$ cat src/hdl/svpwm_pkg.sv
// shared types, constants and helper functions of the space vector modulator
package svpwm_pkg;

    // fixed-point constants, Q.16 apart from ONE_Q24, which is Q.24
    localparam logic [15:0]        COS30_U16     = 16'd56756;
    localparam logic signed [17:0] K_COS30       = 18'sd56756;
    localparam logic signed [17:0] K_INV_COS30   = 18'sd75675;
    localparam logic signed [17:0] K_TAN30       = 18'sd37838;
    localparam logic signed [29:0] ONE_Q24       = 30'sd16777216;
    localparam logic [16:0]        MAX_ON_ONE    = 17'h10000;

    // square root chain widths
    localparam int RAD_W  = 64;
    localparam int ROOT_W = 32;
    localparam int REM_W  = 34;

    // chain lengths of the square root and the two dividers
    localparam int SQRT_STEPS = 32;
    localparam int SCALE_QW   = 32;
    localparam int DUTY_QW    = 27;

    // register indexes
    localparam logic [1:0] REG_PERIOD  = 2'd0;
    localparam logic [1:0] REG_MAX_ON  = 2'd1;
    localparam logic [1:0] REG_REVERSE = 2'd2;

    // sector codes
    localparam logic [2:0] SEC_U_UV = 3'd0;
    localparam logic [2:0] SEC_UV_V = 3'd1;
    localparam logic [2:0] SEC_V_VW = 3'd2;
    localparam logic [2:0] SEC_VW_W = 3'd3;
    localparam logic [2:0] SEC_W_WU = 3'd4;
    localparam logic [2:0] SEC_WU_U = 3'd5;

    // alpha/beta vector with its limit, carried beside the root chain
    typedef struct packed {
        logic signed [32:0] a;
        logic signed [32:0] b;
        logic [30:0]        limit;
        logic [15:0]        vdc;
    } svpwm_vec_t;

    // vector and scaling decision, carried beside the scaling divider
    typedef struct packed {
        logic signed [32:0] a;
        logic signed [32:0] b;
        logic [15:0]        vdc;
        logic               zero;
        logic               shrink;
    } svpwm_scl_t;

    // sector and signs, carried beside the duty divider
    typedef struct packed {
        logic [2:0] sec;
        logic       neg1;
        logic       neg2;
        logic       fault;
    } svpwm_duty_t;

    // sector from the signs of the three projections
    function automatic logic [2:0] sector_of_signs(input logic [2:0] n);
        logic [2:0] s;
        case (n)
            3'd1:    s = SEC_UV_V;
            3'd2:    s = SEC_WU_U;
            3'd4:    s = SEC_VW_W;
            3'd5:    s = SEC_V_VW;
            3'd6:    s = SEC_W_WU;
            default: s = SEC_U_UV;
        endcase
        return s;
    endfunction

    // rotation into the first sector, cosine part, Q.16
    function automatic logic signed [17:0] rot_cos(input logic [2:0] sec);
        logic signed [17:0] v;
        case (sec)
            SEC_U_UV: v = 18'sd65536;
            SEC_UV_V: v = 18'sd32768;
            SEC_V_VW: v = -18'sd32768;
            SEC_VW_W: v = -18'sd65536;
            SEC_W_WU: v = -18'sd32768;
            default:  v = 18'sd32768;
        endcase
        return v;
    endfunction

    // rotation into the first sector, sine part, Q.16
    function automatic logic signed [17:0] rot_sin(input logic [2:0] sec);
        logic signed [17:0] v;
        case (sec)
            SEC_U_UV: v = 18'sd0;
            SEC_UV_V: v = -18'sd56756;
            SEC_V_VW: v = -18'sd56756;
            SEC_VW_W: v = 18'sd0;
            default:  v = 18'sd56756;
        endcase
        return v;
    endfunction

    // divide by 65536 rounding toward zero
    function automatic logic signed [55:0] div_q16(input logic signed [55:0] v);
        logic signed [55:0] t;
        t = v + (v[55] ? 56'sd65535 : 56'sd0);
        return t >>> 16;
    endfunction

    // magnitude of a 33-bit signed value
    function automatic logic [31:0] abs33(input logic signed [32:0] v);
        logic signed [32:0] n;
        n = -v;
        return v[32] ? n[31:0] : v[31:0];
    endfunction

    // clamp a duty to zero..top
    function automatic logic [24:0] clamp_duty(input logic signed [30:0] d,
                                               input logic [24:0] top);
        logic [24:0] r;
        if (d[30]) begin
            r = 25'd0;
        end else if (d > $signed({6'd0, top})) begin
            r = top;
        end else begin
            r = d[24:0];
        end
        return r;
    endfunction

endpackage

$ cat src/hdl/svpwm_sqrt_cell.sv
// one digit step of the pipelined integer square root
module svpwm_sqrt_cell (
    input  logic                               aclk,
    input  logic                               en,
    input  logic [svpwm_pkg::RAD_W-1:0]        rad_in,
    input  logic [svpwm_pkg::REM_W-1:0]        rem_in,
    input  logic [svpwm_pkg::ROOT_W-1:0]       root_in,
    output logic [svpwm_pkg::RAD_W-1:0]        rad_reg,
    output logic [svpwm_pkg::REM_W-1:0]        rem_reg,
    output logic [svpwm_pkg::ROOT_W-1:0]       root_reg
);
    localparam int TW = svpwm_pkg::REM_W + 2;

    logic [TW-1:0] cur;
    logic [TW-1:0] trial;
    logic [TW-1:0] diff;
    logic          ge;

    // bring down the next two radicand bits and try the next root bit
    assign cur   = {rem_in, rad_in[svpwm_pkg::RAD_W-1 -: 2]};
    assign trial = TW'({root_in, 2'b01});
    assign ge    = cur >= trial;
    assign diff  = cur - trial;

    always_ff @(posedge aclk) begin
        if (en) begin
            rad_reg  <= {rad_in[svpwm_pkg::RAD_W-3:0], 2'b00};
            rem_reg  <= ge ? diff[svpwm_pkg::REM_W-1:0] : cur[svpwm_pkg::REM_W-1:0];
            root_reg <= {root_in[svpwm_pkg::ROOT_W-2:0], ge};
        end
    end
endmodule

$ cat config.mk
export PLATFORM = sky130hd
export DESIGN_NAME = svpwm_sqrt_cell
export DESIGN_NICKNAME = d
export VERILOG_FILES = /design/src/hdl/svpwm_pkg.sv /design/src/hdl/svpwm_sqrt_cell.sv
export SDC_FILE = /design/constraint.sdc
export NUM_CORES = 1
export LEC_CHECK = 0
export BUFFER_PORTS_ARGS = -buffer_cell sky130_fd_sc_hd__clkbuf_2
export CAP_MARGIN = 20
export CORE_UTILIZATION = 35
export DETAILED_ROUTE_END_ITERATION = 10
export SLEW_MARGIN = 25
export SYNTH_ARGS = -nofsm -noshare
export SYNTH_HDL_FRONTEND = slang
export SYNTH_SLANG_ARGS = --single-unit
$ cat constraint.sdc
create_clock -name aclk -period 3.91 [get_ports aclk]
set_clock_uncertainty 0.05 [all_clocks]
set_input_delay 0.782 -clock aclk [delete_from_list [all_inputs] [get_ports aclk]]
set_output_delay 0.782 -clock aclk [all_outputs]
set_load 0.03 [all_outputs]
; ---- Word-level counts from Yosys, hierarchy flattened
; Cells that the tools add are included.
[word_totals]
out_inout_bits = 130
register_bits = 128
inputBits = 132
[classes]
addsub = 1
order_cmp = 1
mux = 1
[ops]
columns = operator, count
row1 = 36-bit by 34-bit greater-or-equal comparator with 1-bit output, 1
row2 = 34-bit 2-to-1 mux, 1
row3 = 34-bit subtractor, 1

; ---- Logic depth before layout (Yosys ltp)
; Gate-level depths: netlist of run 1.
[logic_depth]
word_depth = 2
ltp_mapped = 13
ltp_nobuf = 10

; ---- Worst setup path after synthesis of run 1
; Ideal clock, no wire load.
[synth_path]
kind = input-to-reg
startpoint = input port root_in[9] (netlist name)
endpoint = register rem_reg[27] (netlist name) (data pin)
arrival_time_ns = 2.764
required_ns = 3.600
cell_stages = 10
setup_slack_ns = 0.835
cell_sequence = inv_1 ha_1 a21o_1 a31o_1 a211oi_4 o211ai_2 a21bo_2 mux2i_1 o221ai_1 mux2_4
[synth_between]
elab_chain_len = 2
word_cells_on_any_way = 3
classes_between = add/sub: 1 / order compare: 1 / mux: 1
[synth_lines]
columns = element, line_no
row1 = from (decl), svpwm_sqrt_cell.sv:7  ; input logic [svpwm_pkg::ROOT_W-1:0] root_in,
row2 = 34-bit subtractor / 36-bit by 34-bit greater-or-equal comparator with 1-bit output (equally long branches), "svpwm_sqrt_cell.sv:23, svpwm_sqrt_cell.sv:22"
row3 = 34-bit 2-to-1 mux (*), svpwm_sqrt_cell.sv:28  ; rem_reg <= ge ? diff[svpwm_pkg::REM_W-1:0] : cur[svpwm_pkg::REM_W-1:0];
row4 = to (signal assigned), svpwm_sqrt_cell.sv:28
row5 = to (decl), svpwm_sqrt_cell.sv:9  ; output logic [svpwm_pkg::REM_W-1:0] rem_reg,
; Every way passes the cells marked *; elsewhere a longest branch is shown, timed or not.
; A chain may end at the register's enable or synchronous reset.

; ---- Final worst setup path of run 1
[layout_path]
startpoint = input port root_in[15] (netlist name)
endpoint = register rem_reg[27] (netlist name) (data pin)
[layout_between]
elab_chain_len = 2
word_cells_on_any_way = 3
classes_between = add/sub: 1 / order compare: 1 / mux: 1
[layout_lines]
columns = element, line_no
row1 = 36-bit by 34-bit greater-or-equal comparator with 1-bit output, svpwm_sqrt_cell.sv:22  ; assign ge = cur >= trial;
row2 = via ge, svpwm_sqrt_cell.sv:17  ; logic ge;
row3 = 34-bit 2-to-1 mux, svpwm_sqrt_cell.sv:28
; The timed path passes the listed nets, and every way through them passes these cells.

==> results of run 1 <==
-- cell usage in the layout, fill, tap and decap left out, types with 3 or more instances in the layout --
master and instances:
clkbuf_2 258, edfxtp_1 128, nand2_1 58, inv_1 42, o21ai_0 41, ha_1 34, a21oi_1 28, a21o_1 19
nor2_1 18, clkbuf_16 17, xnor2_1 14, xor2_1 13, nor3_1 10, inv_6 8, nand4_1 6, nand3_1 6
nand2b_1 5, a31oi_1 4, o31ai_1 4, o21ai_1 4, mux2i_1 4, clkinvlp_4 4, buf_4 4, and3_2 3
o41ai_2 3, and2_1 3, buf_12 3
-- path summary, 6_finish.rpt --
kind | end | startpoint | slack [ns] | cells past startpoint
max | rem_reg[27] | root_in[15] | 0.63 | 11
min | rad_reg[32] | rad_in[30] | 0.49 | 1
-- area by class of cell --
cell class | count | area [um2]
Tap cell | 225 | 281.5
Clock buffer | 17 | 425.4
Multi-Input combinational cell | 321 | 2218
Clock inverter | 15 | 145.1
Inverter | 43 | 162.7
Sequential cell | 128 | 3844
Fill cell | 1602 | 9019
Timing Repair Buffer | 265 | 1381
-- layer usage --
| layer | global-route usage (%) | part of all wire (%) | wire, um | vias up |
|---|---|---|---|---|
| met2 | 31.42 | 52 | 8314 | 180 |
| met3 | 4.474 | 6.1 | 985 | 17 |
| met4 | 5.741 | 1.3 | 208 | 0 |
| met5 | 0 | 0 | 0 | - |
| met1 | 19.89 | 41 | 6632 | 2334 |
| li1 | - | - | - | 2411 |
-- power breakdown --
group	leakage (nW)	internal, W	switching, W	total [W]
Clock	0.268	0.000892	0.000649	0.00154
Combinational	2.29	0.000310	0.000630	0.000940
Sequential	1.25	0.00168	0.0000366	0.00172
Total	3.81	0.00288	0.00132	0.00420
-- worst max-delay path, stage by stage --
cell and delay [ns]:
clkbuf_2 0.09, inv_1 0.04, ha_1 0.37, a21o_1 0.25, a221oi_1 0.32, o31a_1 0.23, o221ai_1 0.16, a211oi_1 0.22
o21a_2 0.45, clkinv_2 0.15, mux2_4 0.32
-- stage by stage --
| stage | hold slack (ns) | std cells | worst slack (ns) |
|---|---|---|---|
| global route | 0.4628 | 1014 | 0.3964 |
| floorplan | 0.8309 | 508 | 0.8353 |
| global placement | 0.9092 | 982 | 0.2846 |
| detailed placement | 0.9107 | 982 | 0.2106 |
| finish | 0.4879 | 1014 | 0.6329 |
| CTS | 0.4642 | 1014 | 0.6514 |
-- kinds of logic after synthesis --
group,Yosys count
mux,5
other cells,1
simple gates,120
flops,128
xor+xnor,27
fa+ha+maj,34
compound gates,133
buf+inv,59
==> impl_results.md, run 1 <==
* Total Wirelength at 16140 um
* Worst slew pin tran at 0.6742 ns
* PnR Total Power at 0.004198 W
* Post-CTS Setup Bufs at 0
* Relative slew slack at 55.05%
* First-pass GRT wire length at 24660 um
* DR iter-0 viols at 241
* I/O Pins at between 200 and 300
* # nets final at between 900 and 1000
* Worst setup EP type: flip-flop
* # rows at 48
* CTS Hold Buffers Added at 0
* Largest net degree at the start of global routing at 56
* Total gr overflow at 0
* Cts bufs inserted at 17
* RSZ-0062 raised after global routing: no
* # DRC at 0
* Top area cells in the synthesized netlist: edfxtp_1 (61%), ha_1 (6.7%), nand2_1 (3.4%), o21ai_0 (3.2%), inv_1 (2.5%)
* Final setup TNS at 0 ns
* Gate Count Post-Synth at 507
* Post-synthesis xor/xnor area fraction at 3.745%
* Critical path class: primary input to flip-flop
* Initial Util at 36.13%
* Max-cap viol count at 0
* Status: complete, no violations
* Design Area, Final at ~8500 um2
* Adder-cell share of the synthesized area at slightly below 7%
* Mux contribution to synthesized area at less than 1%
* Post-cts sizing count at 0
* Class of the worst hold path: primary input to flip-flop
* Number of flops mapped to enable cells by yosys at 128
* Yosys cell types at 62
* Layout cells sized above 1 at 40.43%
* Post-Syn Area at between 6000 and 7000 um2
* Compound-Gate Fraction of Synth Area at 14.76%
* Syn. warnings at 0
* Req. time, crit path at ~4 ns
* Antenna cells at 0
* H-tree depth at 4
* Sequential share of the synthesized area at around three fifths
* Max Fanout on Critical Path at 20
* Core Util, Final at about half
* Most common cell in the synthesized netlist: edfxtp_1
* Main flop type after synthesis: edfxtp_1
* Root Buffer: clkbuf_16
* Clk sink count at between 100 and 150
* PD cells at slightly below 500 nW/um2
* P_leak at 3.812 nW
* Main combinational cell family by area after synthesis: compound AO/OA/AOI/OAI gates
* Fmax at ~310 MHz
* Final setup violating endpoints at 0
* Max Slew Vio Count at 0
* Die ar. at around 19000 um2
* Ranking of synthesized cells by instance count: edfxtp_1 (128), nand2_1 (58), inv_1 (42), o21ai_0 (41), ha_1 (34)
* Ys async rst share at 0%
* Final Hold Fails at 0
* Initial antenna violation count at 0
* CP Data Arrival Time at approximately 3.4 ns
* DR vias at 4942
* Max clock buf depth at 2
* GRT Total Usage at 17.43%
* Vert. Die Dim at 136.3 um
* Synth area leader: edfxtp_1
* Vias in the first global route at 4871
* Seq cells post-synth at 128
* Post-synth top area share at 60.87%
* Simple-Gate Fraction of Synth Area at 8.877%
* Area Growth Syn to Fin at 33.94%
* Placer Congestion at 0.8339
* Critical Path Start Type: primary input
* CTS tree: yes
* ANT nets after route at 0
* DR pass1 iterations at 4
* IO buf count at approximately 260
* WL/cell at 15.92 um
* Fin crit period at 3.277 ns
* Die Wd at 136.3 um
* Detailed placer's ending HPWL at 12570 um
* Reg clk slew, reported paths at 0.06 ns
* Via-to-Cell Ratio at 4.874
* Final Cycle Share at 83.81%
* Area post-placement at 7888 um2
* Core footprint at 17480 um2
* Syn Area/Cell at 12.46 um2
* Max reg flops at 62
* Worst VDD drop at 0.2861 mV
No activity file was read; power rests on OpenSTA's default activity.
==> run 2: changes to the inputs <==
==> constraint.sdc (replaced) <==
create_clock -name aclk -period 2.81 [get_ports aclk]
set_clock_uncertainty 0.05 [all_clocks]
set_input_delay 0.562 -clock aclk [delete_from_list [all_inputs] [get_ports aclk]]
set_output_delay 0.562 -clock aclk [all_outputs]
set_load 0.03 [all_outputs]
==> run 2 against run 1 <==
- setup slack got worse by 0.53 ns
- critical path type unchanged
- clock power rose by 40%
- hold slack got worse by 0.22 ns
==> impl_results.md, run 2 (synthesis gave the netlist of run 1 again) <==
* Class of the worst hold path: primary input to flip-flop
* Cts bufs inserted at 17 (unchanged)
* Fmax at about 370 MHz
* Max clock buf depth at 2 (unchanged)
* Max Fanout on Critical Path at 5 (-75%)
* Root Buffer: clkbuf_16
* Area Growth Syn to Fin at 47.04%
* Most common cell after layout, fill and taps aside: clkbuf_2
* Layout cells sized above 1 at 47.74% (+7.3 points)
* Worst setup EP type: flip-flop
* Final setup violating endpoints at 0 (unchanged)
* Initial antenna violation count at 0 (unchanged)
* NetSw at 0.001891 W (+44%)
* Max Slew Vio Count at 0 (unchanged)
* Non-filler cells, final at 1109 (+9.4%)
* Initial Util at 36.13% (unchanged)
* Core footprint at 17480 um2 (unchanged)
* # nets final at 1037 (+10%)
* Status: complete, no violations
* P_leak at 4.297 nW (+13%)
* DR vias at 5262 (+6.5%)
* Die ar. at 18580 um2 (unchanged)
* Dpl cells at 1075 (+9.5%)
* Req. time, crit path at 2.97 ns (-1.05 ns)
* Final Hold Fails at 0 (unchanged)
* Placer Congestion at 0.8342 (about the same)
* CTS tree: yes
* ANT nets after route at 0 (unchanged)
* Max-cap viol count at 0 (unchanged)
* Antenna cells at 0 (unchanged)
* Final worst setup slack at 0.09945 ns (-0.5335 ns)
* Critical Path Start Type: primary input
* Vias in the first global route at 5216 (+7.1%)
* Core Util, Final at 53.13% (+4.7 points)
* Critical path class: primary input to flip-flop
* H-tree depth at 4 (unchanged)
* I/O Pins at 262 (unchanged)
* Vert. Die Dim at 136.3 um (unchanged)
* Reg power frac at 39.6% (-1.3 points)
* Max reg flops at 62 (unchanged)
* Most frequent cells in the layout: clkbuf_2 (258), edfxtp_1 (128), buf_4 (98)
* Total gr overflow at 0 (unchanged)
* CTS Hold Buffers Added at 0 (unchanged)
* IO buf count at 259 (unchanged)
* First-pass GRT wire length at 25690 um (+4.2%)
* Clock share of power at 35.7% (-1.0 points)
* Final Cycle Share at between 90% and 100%
* Fin crit period at around 2.7 ns
* Clk sink count at 128 (unchanged)
* DR pass1 iterations at 4 (unchanged)
* Largest net degree at the start of global routing at 47 (-16%)
* CP Data Arrival Time at 2.87 ns (-0.52 ns)
* Cell Int Power at 0.004153 W (+44%)
* PD cells at 650.9 nW/um2 (+31%)
* Worst slack, placed at -0.5490 ns (-0.7597 ns)
* Comb power frac at 24.7% (+2.3 points)
* # rows at 48 (unchanged)
* DR iter-0 viols at 200 (-17%)
* WHS Path Cells at 1 (unchanged)
* Via-to-Cell Ratio at 4.745 (-2.6%)
* Net Sw Frac at 31.28% (-0.060 points)
* Die Wd at 136.3 um (unchanged)
* GRT Total Usage at 18.22% (+0.79 points)
* Reg clk slew, reported paths at 0.06 ns (about the same)
* WL/cell at 15.30 um (-3.9%)
* Worst VDD drop at 0.3659 mV (+28%)
* Detailed placer's ending HPWL at 13460 um (+7.1%)
* # DRC at 0 (unchanged)
* Total Wirelength at 16960 um (+5.1%)
[run 2: cell types whose count changed in the layout (fill, tap and decap cells not counted), sizes merged]
cell / delta
buf: +95
clkinv: +2
inv: -2
clkbuf: +1
clkinvlp: -1
[run 2: worst paths after layout]
check / start / to
worst min-delay path: rad_in[52] / rad_reg[54]
worst max-delay path: root_in[10] / rem_reg[33]
[run 2: repair_timing]
action	4_1_cts	5_1_grt
setup buffers	0	2
gates resized for setup	2	12
endpoints found under the setup margin	2	28
pin swaps	0	6
[run 2: worst max-delay path, cell delays in order]
cell	delay, ns
clkbuf_2	0.09
inv_1	0.04
ha_1	0.33
buf_4	0.17
nand4_1	0.13
nor2_1	0.22
a211oi_4	0.09
a2111oi_4	0.49
o41ai_4	0.13
and4b_1	0.25
o41ai_4	0.37
[run 2: cell type report]
| type | instances | area, um2 |
|---|---|---|
| timing repair buffer | 360 | 2090 |
| multi-input combinational | 321 | 2333 |
| tap | 225 | 281.5 |
| fill | 1601 | 8192 |
| inverter | 43 | 162.7 |
| clock inverter | 14 | 145.1 |
| sequential | 128 | 3844 |
| clock buffer | 18 | 429.2 |
[run 2: layer usage]
layer	share of wire (%)	track usage (%)	routed length, um
met2	52	33.28	8895
met3	5.8	4.064	983
met1	40	20.37	6796
met4	1.7	7.160	289
met5	0	0	0
[run 2: metrics by stage]
step / hold slack, ns / power (W) / TNS, ns / instance area [um2]
after floorplan: 0.6109 / 0.003299 / -0.02185 / 6331
after global placement: 0.6891 / 0.003881 / -11.84 / 8589
after detailed placement: 0.6906 / 0.003903 / -12.66 / 8589
after CTS: 0.2496 / 0.006078 / 0 / 9181
after global routing: 0.2466 / 0.006293 / -0.001490 / 9285
final: 0.2671 / 0.006044 / 0 / 9285
[run 2: power by group through the flow]
stage	Clock [W]	Combinational [W]	Sequential, W
after detailed placement	0	0.00147	0.00243
after global routing	0.00227	0.00161	0.00241
final	0.00216	0.00149	0.00239
after floorplan	0	0.000472	0.00283
after CTS	0.00220	0.00148	0.00239
after global placement	0	0.00145	0.00243
