--- config.mk ---
export PLATFORM = sky130hd
export DESIGN_NAME = svpwm_div_cell
export DESIGN_NICKNAME = d
export VERILOG_FILES = /design/src/hdl/svpwm_div_cell.sv
export SDC_FILE = /design/constraint.sdc
export NUM_CORES = 1
export LEC_CHECK = 0
export BUFFER_PORTS_ARGS = -buffer_cell sky130_fd_sc_hd__buf_2
export CAP_MARGIN = 10
export CORE_MARGIN = 2
export CORE_UTILIZATION = 44
export DETAILED_ROUTE_END_ITERATION = 8
export PLACE_DENSITY_LB_ADDON = 0.12
export SLEW_MARGIN = 20
export SYNTH_ARGS = -nofsm -noshare
export SYNTH_HDL_FRONTEND = slang
export SYNTH_SLANG_ARGS = --single-unit
--- constraint.sdc ---
create_clock -name aclk -period 2.5 [get_ports aclk]
set_input_delay 0.5 -clock aclk [delete_from_list [all_inputs] [get_ports aclk]]
set_output_delay 0.5 -clock aclk [all_outputs]
set_load 0.005 [all_outputs]
--- src/hdl/svpwm_div_cell.sv ---
// one quotient bit of a pipelined restoring divider
module svpwm_div_cell #(
    parameter int DIV_W = 16,
    parameter int QUO_W = 16
) (
    input  logic             aclk,
    input  logic             en,
    input  logic [DIV_W-1:0] divisor_in,
    input  logic [DIV_W-1:0] rem_in,
    input  logic [QUO_W-1:0] low_in,
    output logic [DIV_W-1:0] divisor_reg,
    output logic [DIV_W-1:0] rem_reg,
    output logic [QUO_W-1:0] low_reg
);
    logic [DIV_W:0] cur;
    logic [DIV_W:0] diff;
    logic           ge;

    // shift in one dividend bit, subtract when it fits
    assign cur  = {rem_in, low_in[QUO_W-1]};
    assign ge   = cur >= {1'b0, divisor_in};
    assign diff = cur - {1'b0, divisor_in};

    always_ff @(posedge aclk) begin
        if (en) begin
            divisor_reg <= divisor_in;
            rem_reg     <= ge ? diff[DIV_W-1:0] : cur[DIV_W-1:0];
            low_reg     <= {low_in[QUO_W-2:0], ge};
        end
    end
endmodule

Word level (Yosys, flattened, before mapping):

Index checks and enable logic that the tools add are counted.

* logic and storage cells: 6
* bits in registers: 48
* output and inout bits: 48
* input bits: 50

* $add $sub $neg: 1
* muxes and demuxes: 1
* $lt $le $gt $ge: 1

Operators with widths (count)
* $ge 17x16->1: 1
* $mux 16: 1
* $sub 16x16->16: 1

Depth between registers and ports, before layout:

Gate-level depths: netlist of the first run.

* depth after elaboration: 2
* gate-level depth with buffers: 10
* gate-level depth less buffers: 9

Least setup slack after synthesis of the first run:

Ideal clock, no wire load.

* path type: input-to-reg
* start point: in divisor_in[4]
* end point: reg rem_reg[10], data pin
* path buffers: 1
* setup time: 0.260 ns
* arrival time: 2.404 ns
* required time: 2.240 ns
* path slack: -0.165 ns
* stages on the path: 9
* cell sequence: inv_1 > ha_1 > a211oi_1 > o211ai_1 > o21ai_2 > o211ai_2 > a31oi_4 > buf_6 > mux2_4

* word-level cells in the longest chain between the ends: 2
* elaborated cells between the ends (all ways): 3
* those cells by class: 1 x add/sub; 1 x order compare; 1 x mux

Ends and longest elaborated chain
* start: declaration: line 8 `input logic [DIV_W-1:0] divisor_in,`
* $sub 16x16->16 or $ge 17x16->1 (tied branches): line 22, 21
* $mux 16 *: line 27 `rem_reg <= ge ? diff[DIV_W-1:0] : cur[DIV_W-1:0];`
* end signal: assignment: line 27
* end: declaration: line 12 `output logic [DIV_W-1:0] rem_reg,`

Every way passes the cells marked *; elsewhere a longest branch is shown, timed or not.
A chain may end at the register's enable or synchronous reset.

Worst setup path after layout of the first run:

* start point: in low_in[15]
* end point: reg rem_reg[12], data pin

* word-level cells in the longest chain between the ends: 2
* elaborated cells between the ends (all ways): 3
* those cells by class: 1 x add/sub; 1 x order compare; 1 x mux

Ends and longest elaborated chain
* start: declaration: line 10 `input logic [QUO_W-1:0] low_in,`
* $sub 16x16->16 or $ge 17x16->1 (tied branches): line 22, 21
* $mux 16 *: line 27

Marks and branches as above.

==> results of run 1 <==
==> power by group through the flow <==
| stage | Combinational [mW] | Clock, mW | Sequential [mW] |
|---|---|---|---|
| 2_1_floorplan | 0.299 | 0 | 1.04 |
| 3_3_place_gp | 0.574 | 0 | 1.02 |
| 3_5_place_dp | 0.585 | 0 | 1.02 |
| 4_1_cts | 0.587 | 0.601 | 1.01 |
| 5_1_grt | 0.646 | 0.628 | 1.01 |
| 6_report | 0.582 | 0.582 | 1.00 |
==> path summary, 6_finish.rpt <==
kind  cells after the start       start  slack [ns]          end
max                      11  low_in[15]        0.19  rem_reg[12]
min                       1   low_in[8]        0.37   low_reg[9]
==> cells in the mapped netlist, types with 5 or more instances <==
cell       n
a211oi_1   5
nor2_1    12
mux2_4     6
inv_1     22
edfxtp_1  48
o21ai_0   12
nand2_1    8
ha_1      16
a21o_1     7
mux2_2     7
xnor2_1    6
a21oi_1   14
==> kinds of logic after synthesis <==
kind of cell    count (synthesis)
compound gates                 55
flops                          48
simple gates                   33
buf+inv                        26
fa+ha+maj                      17
mux                            15
xor+xnor                        9
==> routing by layer <==
metal	vias up	routed length, um	global-route usage [%]
li1	1046	-	-
met1	924	2570	23.0
met2	79	2410	27.5
met3	10	394	4.49
met4	0	95	6.95
met5	-	0	0
==> through the flow <==
stage	cells	cell area [um^2]
floorplan	203	2720
global placement	412	3610
detailed placement	412	3610
CTS	420	3730
global route	420	3730
finish	420	3730
==> repair_timing <==
item / in CTS / in global routing
setup buffers: 0 / 0
setup endpoints to repair: 0 / 1
gates resized for setup: 0 / 2
==> area by class of cell <==
cell class	instances	area [um^2]
clock buffer	5	68.8
clock inverter	3	46.3
fill	471	1880
inverter	22	90.1
multi-input combinational	129	1140
sequential	48	1440
tap	72	90.1
timing repair buffer	141	853
==> results_dict.tcl, run 1 <==
set metrics [dict create \
    synth_xor_xnor_area_share_pct 3.05 \
    avgSynthCellArea_um2 12.7 \
    synth-compound-area-share_pct 14.6 \
    setup_ws_ns 0.191 \
    synth_fp_nets 270 \
    synthDistinctLibCells 39 \
    switching_share_pct 25.7 \
    finalPower_mw 2.17 \
    power_frac_seq_pct 46.3 \
    die_w_um 80.7 \
    synth_cells 203 \
    grt_overflow 0 \
    synth_area_um2 2590 \
    wl_per_cell_um 13.0 \
    hp-class "primary input to flip-flop" \
    ant_nets 0 \
    yosysTopAreaCell "edfxtp_1" \
    core_um2 5610 \
    start_kind "primary input" \
    path_clk_slew_ns 0.10 \
    grt_max_degree 32 \
    hold_violations 0 \
    dp_slack_ns -0.186 \
    route.vias.total 2059 \
    cp_slowest_cell "fa_2" \
    period_share_pct 92.4 \
    switchingPower_mw 0.558 \
    cp_slowest_stage_delay_ns 0.36 \
    synth_edf_count 48 \
    cts_hold_buffers 0 \
    grt_pass1_vias 1985 \
    grt_pass1_wl_mm 8.67 \
    finalSetupViolations 0 \
    grt_use_total_pct 17.5 \
    clock_power_share_pct 26.8 \
    max-vdd-ir-drop_mv 0.308 \
    cp_max_fo 4 \
    p_int_mw 1.61 \
    ys_async_sr_fraction_pct 0 \
    routed_via_density 4.90 \
    fin_hold_ws_ns 0.366 \
    synth_top_family_by_area "compound AO/OA/AOI/OAI gates" \
    num_antenna_cells 0 \
    die_h_um 80.7 \
    cts_tree "yes" \
    fp-row-count 27 \
    slew_violations 0 \
    synthMuxAreaShare_pct 7.31 \
    critPathArrivalTime_ns 2.38 \
    port_buffers 97 \
    grt_antenna_before_repair 0 \
    htree_levels 2 \
    max_slew_margin_pct 65.2 \
    dr.pass1.iters 4 \
    clockRootBuffer "clkbuf_8" \
    cts_max_path_buffers 2 \
    mostFrequentLayoutCell "buf_2" \
    worst_setup_path_end_kind "flip-flop" \
    yosys_warnings 0 \
    initial_utilization_pct 46.1 \
    combPwrFrac_pct 26.8 \
    maxCapViolCount 0 \
    place_congestion 0.851 \
    dp_hpwl_mm 4.41 \
    die-area_um2 6510 \
    synth_area_leaders "edfxtp_1 56%, ha_1 7.7%, mux2_4 3.5%, inv_1 3.2%, mux2_2 3.0%" \
    clock_sinks 48 \
    path_buf_inv 3 \
    syn2layout_area_growth_pct 44.3 \
    routed_wl_mm 5.46 \
    path_class "primary input to flip-flop" \
    cts_buffers 5 \
    tns_ns 0 \
    period_minus_slack_ns 2.31 \
    ioPinCount 98 \
    drtIter0Drc 73 \
    critPathTopFamily "compound AO/OA/AOI/OAI gates" \
    synth_top_area_share_pct 55.7 \
    layout-drive-gt1-share_pct 52.6 \
    synth-simple-area-share_pct 6.39 \
    max_clock_freq_ghz 0.433 \
    fin_util_pct 66.6 \
    ys_seq_elements 48 \
    power_per_cell_area_nw_per_um2 581 \
    tightest_slew_ns 0.517 \
    synthAdderAreaFrac_pct 8.51 \
    yosysSeqAreaShare_pct 55.7 \
    nets 414 \
    rsz0062_at_grt "no" \
    synth_top_flop_cell "edfxtp_1" \
    status "complete, no violations" \
    drc_errors 0 \
    final_cell_mix "97 x buf_2, 48 x edfxtp_1, 41 x buf_4" \
    power_leakage_nw 1.69 \
    path_cells "buf_2 -> inv_1 -> ha_1 -> fa_2 -> nor2b_2 -> o31ai_1 -> a211oi_2 -> buf_4 -> nor2_1 -> a32o_1 -> o31a_1" \
    worstPathRequired_ns 2.57 \
]
(Power assumes the default switching activity.)
==> inputs of run 2 (changes only) <==
--- a/config.mk
+++ b/config.mk
@@ -5,10 +5,11 @@
 export SDC_FILE = /design/constraint.sdc
 export NUM_CORES = 1
 export LEC_CHECK = 0
+export ABC_AREA = 1
 export BUFFER_PORTS_ARGS = -buffer_cell sky130_fd_sc_hd__buf_2
 export CAP_MARGIN = 10
 export CORE_MARGIN = 2
-export CORE_UTILIZATION = 44
+export CORE_UTILIZATION = 45
 export DETAILED_ROUTE_END_ITERATION = 8
 export PLACE_DENSITY_LB_ADDON = 0.12
 export SLEW_MARGIN = 20
==> run 2 against run 1 <==
Critical endpoint unchanged. Critical path depth decreased by 2. Hold slack improved by 0.0075 ns. Sequential cell count unchanged. Largest cell class unchanged. Maximum frequency increased by 18%.
==> results_dict.tcl, run 2 <==
set metrics [dict create \
    drc_errors 0 \
    port_buffers 97 \
    nets 490 \
    critPathArrivalTime_ns 2.03 \
    tns_ns 0 \
    ys_seq_elements 48 \
    grt_antenna_before_repair 0 \
    fin_hold_ws_ns 0.373 \
    wl_per_cell_um 11.9 \
    final_cell_mix "120 x nand2_1, 97 x buf_2, 60 x inv_1" \
    finalSetupViolations 0 \
    path_clk_slew_ns 0.09 \
    cts_max_path_buffers 2 \
    worstPathRequired_ns 2.57 \
    grt_use_total_pct 18.1 \
    maxCapViolCount 0 \
    die_h_um 82.3 \
    critPathTopFamily "adder cells" \
    dr.pass1.iters 4 \
    routed_wl_mm 5.93 \
    rsz0062_at_grt "no" \
    path_buf_inv 1 \
    yosys_warnings 0 \
    tightest_slew_ns 0.464 \
    status "complete, no violations" \
    grt_max_degree 32 \
    period_share_pct 78.4 \
    cts_tree "yes" \
    period_minus_slack_ns 1.96 \
    power_leakage_nw 1.82 \
    slew_violations 0 \
    whs_path_depth 1 \
    grt_pass1_vias 2129 \
    max_slew_margin_pct 69.0 \
    cp_max_fo 3 \
    drtIter0Drc 87 \
    clockRootBuffer "clkbuf_8" \
    ys_async_sr_fraction_pct 0 \
    synthAdderAreaFrac_pct 7.98 \
    fp-row-count 28 \
    stdcell_area_um2 3430 \
    synth_top_area_share_pct 52.2 \
    cp_slowest_cell "fa_1" \
    htree_levels 2 \
    synthDistinctLibCells 22 \
    mostFrequentLayoutCell "nand2_1" \
    yosysTopAreaCell "edfxtp_1" \
    route.vias.total 2329 \
    routed_via_density 4.67 \
    hold_violations 0 \
    synth-compound-area-share_pct 2.27 \
    synth_area_leaders "edfxtp_1 52%, nand2_1 16%, inv_1 8.2%, ha_1 7.3%, nand3_1 3.1%" \
    path_common_cell "nand2_1" \
    synth_edf_count 48 \
    finalPower_mw 1.93 \
    dp_hpwl_mm 4.75 \
    synth-simple-area-share_pct 25.9 \
    core_um2 5920 \
    synth_cells 317 \
    path_cells "buf_2 -> ha_1 -> fa_1 -> o21bai_1 -> nand2_1 -> nand3_1 -> nand2_1 -> nand3_1 -> nand2_1" \
    path_class "primary input to flip-flop" \
    syn2layout_area_growth_pct 24.4 \
    yosysSeqAreaShare_pct 52.2 \
    cts_buffers 5 \
    place_area_um2 3350 \
    layout-drive-gt1-share_pct 27.6 \
    synthMuxAreaShare_pct 0 \
    yosysMostFrequentCell "nand2_1" \
    worst_setup_path_end_kind "flip-flop" \
    place_congestion 0.867 \
    hold_path.startpoint "low_in[3]" \
    power_per_cell_area_nw_per_um2 561 \
    synth_top_family_by_area "simple AND/OR/NAND/NOR gates" \
    start_kind "primary input" \
    post_cts_resized 0 \
    ioPinCount 98 \
    post_cts_buffers 0 \
    synth_common_cells "120 x nand2_1, 60 x inv_1, 48 x edfxtp_1" \
    worstHoldEndpoint "low_reg[4]" \
    synth_xor_xnor_area_share_pct 1.90 \
    ant_nets 0 \
    cts_hold_buffers 0 \
    num_antenna_cells 0 \
    synth_top_flop_cell "edfxtp_1" \
    grt_overflow 0 \
    max_clock_freq_ghz 0.510 \
    max-vdd-ir-drop_mv 0.267 \
    cp_slowest_stage_delay_ns 0.45 \
    clock_sinks 48 \
    hp-class "primary input to flip-flop" \
    initial_utilization_pct 46.6 \
    synth_area_um2 2760 \
    die_w_um 82.3 \
    die-area_um2 6780 \
    synth_fp_nets 384 \
    avgSynthCellArea_um2 8.71 \
    grt_pass1_wl_mm 9.37 \
]
[run 2: changes by cell type in the layout (fill, tap and decap cells not counted), sizes merged, moves of 5 or more]
cell	previous run	this run
buf	141	102
inv	23	60
nand2	8	122
nand3	3	19
a21o	7	0
xnor2	6	1
a211oi	5	0
a21oi	14	9
nor2	12	19
mux2	13	0
o21ai	13	2
[run 2: final cells by class]
| cell class | count | area (um^2) |
|---|---|---|
| clock buffers | 5 | 68.8 |
| clock inverters | 3 | 18.8 |
| fillers | 574 | 2490 |
| inverters | 60 | 225 |
| multi-input cells | 206 | 1050 |
| flip-flops and latches | 48 | 1440 |
| well taps | 75 | 93.8 |
| repair buffers | 102 | 536 |
[run 2: kinds of logic after synthesis]
family                     count (synthesis)
xor gates and xnor gates                   6
DFF                                       48
AOI/OAI and AO/OA                         12
adders and majority gates                 17
and+or+nand+nor                          171
buffers and inverters                     63
[run 2: how the worst max path moves through the flow]
stage	startpoint	to	slack, ns	cells after the start
after detailed placement	divisor_in[0]	rem_reg[12]	0.22	9
after CTS	divisor_in[0]	rem_reg[12]	0.54	9
after global placement	divisor_in[0]	rem_reg[12]	0.24	9
final	divisor_in[0]	rem_reg[12]	0.54	9
after global routing	divisor_in[0]	rem_reg[8]	0.42	9
after floorplan	divisor_in[3]	rem_reg[12]	0.51	14
[run 2: power breakdown]
group	total, mW	internal (mW)	switching [mW]
Sequential	1.00	0.985	0.0173
Clock	0.465	0.194	0.271
Combinational	0.458	0.196	0.262
[run 2: routing by layer]
layer  GRT usage, %  wire length [um]  up-vias
li1               -                 -     1213
met1           23.6              2810     1037
met2           30.2              2680       73
met3           3.37               383        6
met4           6.17                58        0
met5              0                 0        -
[run 2: through the flow]
stage | std cells | worst slack (ns) | util, %
after CTS | 499 | 0.536 | 58.0
after global placement | 491 | 0.240 | 56.5
after floorplan | 317 | 0.514 | -
after global routing | 499 | 0.415 | 58.0
final | 499 | 0.540 | 58.0
after detailed placement | 491 | 0.224 | 56.5
==> inputs of run 3 (changes only) <==
--- a/config.mk
+++ b/config.mk
@@ -9,7 +9,7 @@
 export BUFFER_PORTS_ARGS = -buffer_cell sky130_fd_sc_hd__buf_2
 export CAP_MARGIN = 10
 export CORE_MARGIN = 2
-export CORE_UTILIZATION = 45
+export CORE_UTILIZATION = 50
 export DETAILED_ROUTE_END_ITERATION = 8
 export PLACE_DENSITY_LB_ADDON = 0.12
 export SLEW_MARGIN = 20
==> constraint.sdc (replaced) <==
create_clock -name aclk -period 1.99 [get_ports aclk]
set_input_delay 0.398 -clock aclk [delete_from_list [all_inputs] [get_ports aclk]]
set_output_delay 0.398 -clock aclk [all_outputs]
set_load 0.005 [all_outputs]
==> run 3 against run 2 <==
Total power up 42%. Sequential cell count unchanged. Design area up 8.3%. Global-route usage up 2.4 points. Combinational power up 45%. Hold slack worse by 0.11 ns. Setup slack worse by 0.35 ns. Critical path depth unchanged. Sequential share of layout area down 3.2 points. Critical endpoint is now rem_reg[8]. Utilization up 11 points. First-iteration DRC count up 15%. Clock power up 74%.
==> results_dict.tcl, run 3 (synthesized netlist as in run 2, its figures left out) <==
set metrics [dict create \
    place_area_um2 3590 \
    path_buf_inv 1 \
    maxCapViolCount 0 \
    clockRootBuffer "clkbuf_8" \
    die_h_um 78.3 \
    initial_utilization_pct 51.1 \
    routed_wl_mm 5.95 \
    period_share_pct 90.5 \
    power_leakage_nw 2.01 \
    combPwrFrac_pct 24.4 \
    tns_ns 0 \
    drc_errors 0 \
    period_minus_slack_ns 1.80 \
    hold_path.startpoint "low_in[6]" \
    die-area_um2 6130 \
    core_um2 5410 \
    switchingPower_mw 0.683 \
    routed_via_density 4.54 \
    cts_max_path_buffers 2 \
    power_per_cell_area_nw_per_um2 734 \
    max_clock_freq_ghz 0.556 \
    critPathTopFamily "adder cells" \
    register_area_um2 1440 \
    syn2layout_area_growth_pct 34.8 \
    clock_sinks 48 \
    switching_share_pct 25.0 \
    hold_violations 0 \
    slew_violations 0 \
    htree_levels 2 \
    place_congestion 0.882 \
    nets 524 \
    grt_pass1_wl_mm 9.77 \
    ioPinCount 98 \
    worstPathRequired_ns 2.05 \
    multi_input_area_um2 1060 \
    start_kind "primary input" \
    dr.pass1.iters 4 \
    max_slew_margin_pct 75.0 \
    power_frac_seq_pct 46.1 \
    num_antenna_cells 0 \
    fp-row-count 27 \
    critPathArrivalTime_ns 1.86 \
    cp_max_fo 3 \
    path_cells "buf_2 -> ha_1 -> fa_1 -> o21bai_1 -> nand2_1 -> nand3_1 -> nand2_1 -> nand3_1 -> nand2_1" \
    nFillCells 456 \
    status "complete, no violations" \
    rsz0062_at_grt "no" \
    cts_hold_buffers 0 \
    worstHoldEndpoint "low_reg[7]" \
    max-vdd-ir-drop_mv 0.453 \
    p_int_mw 2.05 \
    dp_hpwl_mm 4.92 \
    port_buffers 97 \
    cp_slowest_cell "fa_1" \
    fin_util_pct 68.8 \
    cts_tree "yes" \
    grt_max_degree 32 \
    route.vias.total 2404 \
    die_w_um 78.3 \
    grt_use_total_pct 20.5 \
    post_cts_buffers 0 \
    cts_buffers 5 \
    hp-class "primary input to flip-flop" \
    mostFrequentLayoutCell "nand2_1" \
    whs_path_depth 1 \
    worst_setup_path_end_kind "flip-flop" \
    path_common_cell "nand2_1" \
    path_class "primary input to flip-flop" \
    grt_overflow 0 \
    final_cell_mix "120 x nand2_1, 97 x buf_2, 60 x inv_1" \
    grt_pass1_vias 2222 \
    tightest_slew_ns 0.374 \
    layout-drive-gt1-share_pct 33.3 \
    drtIter0Drc 100 \
    stdcell_area_um2 3720 \
    finalSetupViolations 0 \
    clock_power_share_pct 29.5 \
    path_clk_slew_ns 0.08 \
    cp_slowest_stage_delay_ns 0.43 \
    grt_antenna_before_repair 0 \
    ant_nets 0 \
    wl_per_cell_um 11.3 \
]
[run 3: per-stage QoR]
stage | cells | setup slack, ns | hold slack [ns] | power (mW)
4_1_cts | 529 | 0.191 | 0.267 | 2.75
3_5_place_dp | 522 | -0.123 | 0.577 | 1.95
5_1_grt | 529 | 0.00732 | 0.258 | 2.89
3_3_place_gp | 522 | -0.126 | 0.574 | 1.94
2_1_floorplan | 317 | 0.106 | 0.497 | 1.62
6_report | 529 | 0.190 | 0.267 | 2.73
[run 3: layout make-up]
class	instances	share of cell area [%]
Multi-Input combinational cell	206	28.4
Clock inverter	2	1.61
Clock buffer	5	1.85
Inverter	60	6.05
Tap cell	72	2.42
Timing Repair Buffer	136	20.9
Sequential cell	48	38.7
[run 3: what timing repair did]
action                                  in CTS  in global routing
gates resized for setup                      0                  1
endpoints found under the hold margin        0                  0
endpoints found under the setup margin       0                 11
[run 3: how the worst max path moves through the flow]
stage | slack [ns] | cells past startpoint | end | start
global route | 0.007 | 15 | rem_reg[6] | divisor_in[8]
floorplan | 0.11 | 14 | rem_reg[12] | divisor_in[3]
finish | 0.19 | 9 | rem_reg[8] | divisor_in[0]
detailed placement | -0.12 | 13 | rem_reg[6] | divisor_in[5]
global placement | -0.13 | 9 | rem_reg[8] | divisor_in[0]
CTS | 0.19 | 9 | rem_reg[8] | divisor_in[0]
[run 3: routing by layer]
layer | vias up | wire length [um] | global-route usage (%)
met5 | - | 0 | 0
met4 | 0 | 76 | 5.79
met3 | 8 | 423 | 4.37
met2 | 76 | 2780 | 35.2
met1 | 1040 | 2670 | 26.3
li1 | 1280 | - | -
[run 3: power by group through the flow]
| stage | sequential (mW) | clock, mW | combinational, mW |
|---|---|---|---|
| final | 1.26 | 0.807 | 0.666 |
| after global routing | 1.27 | 0.861 | 0.757 |
| after CTS | 1.26 | 0.822 | 0.672 |
| after detailed placement | 1.28 | 0 | 0.670 |
| after global placement | 1.28 | 0 | 0.656 |
| after floorplan | 1.30 | 0 | 0.321 |
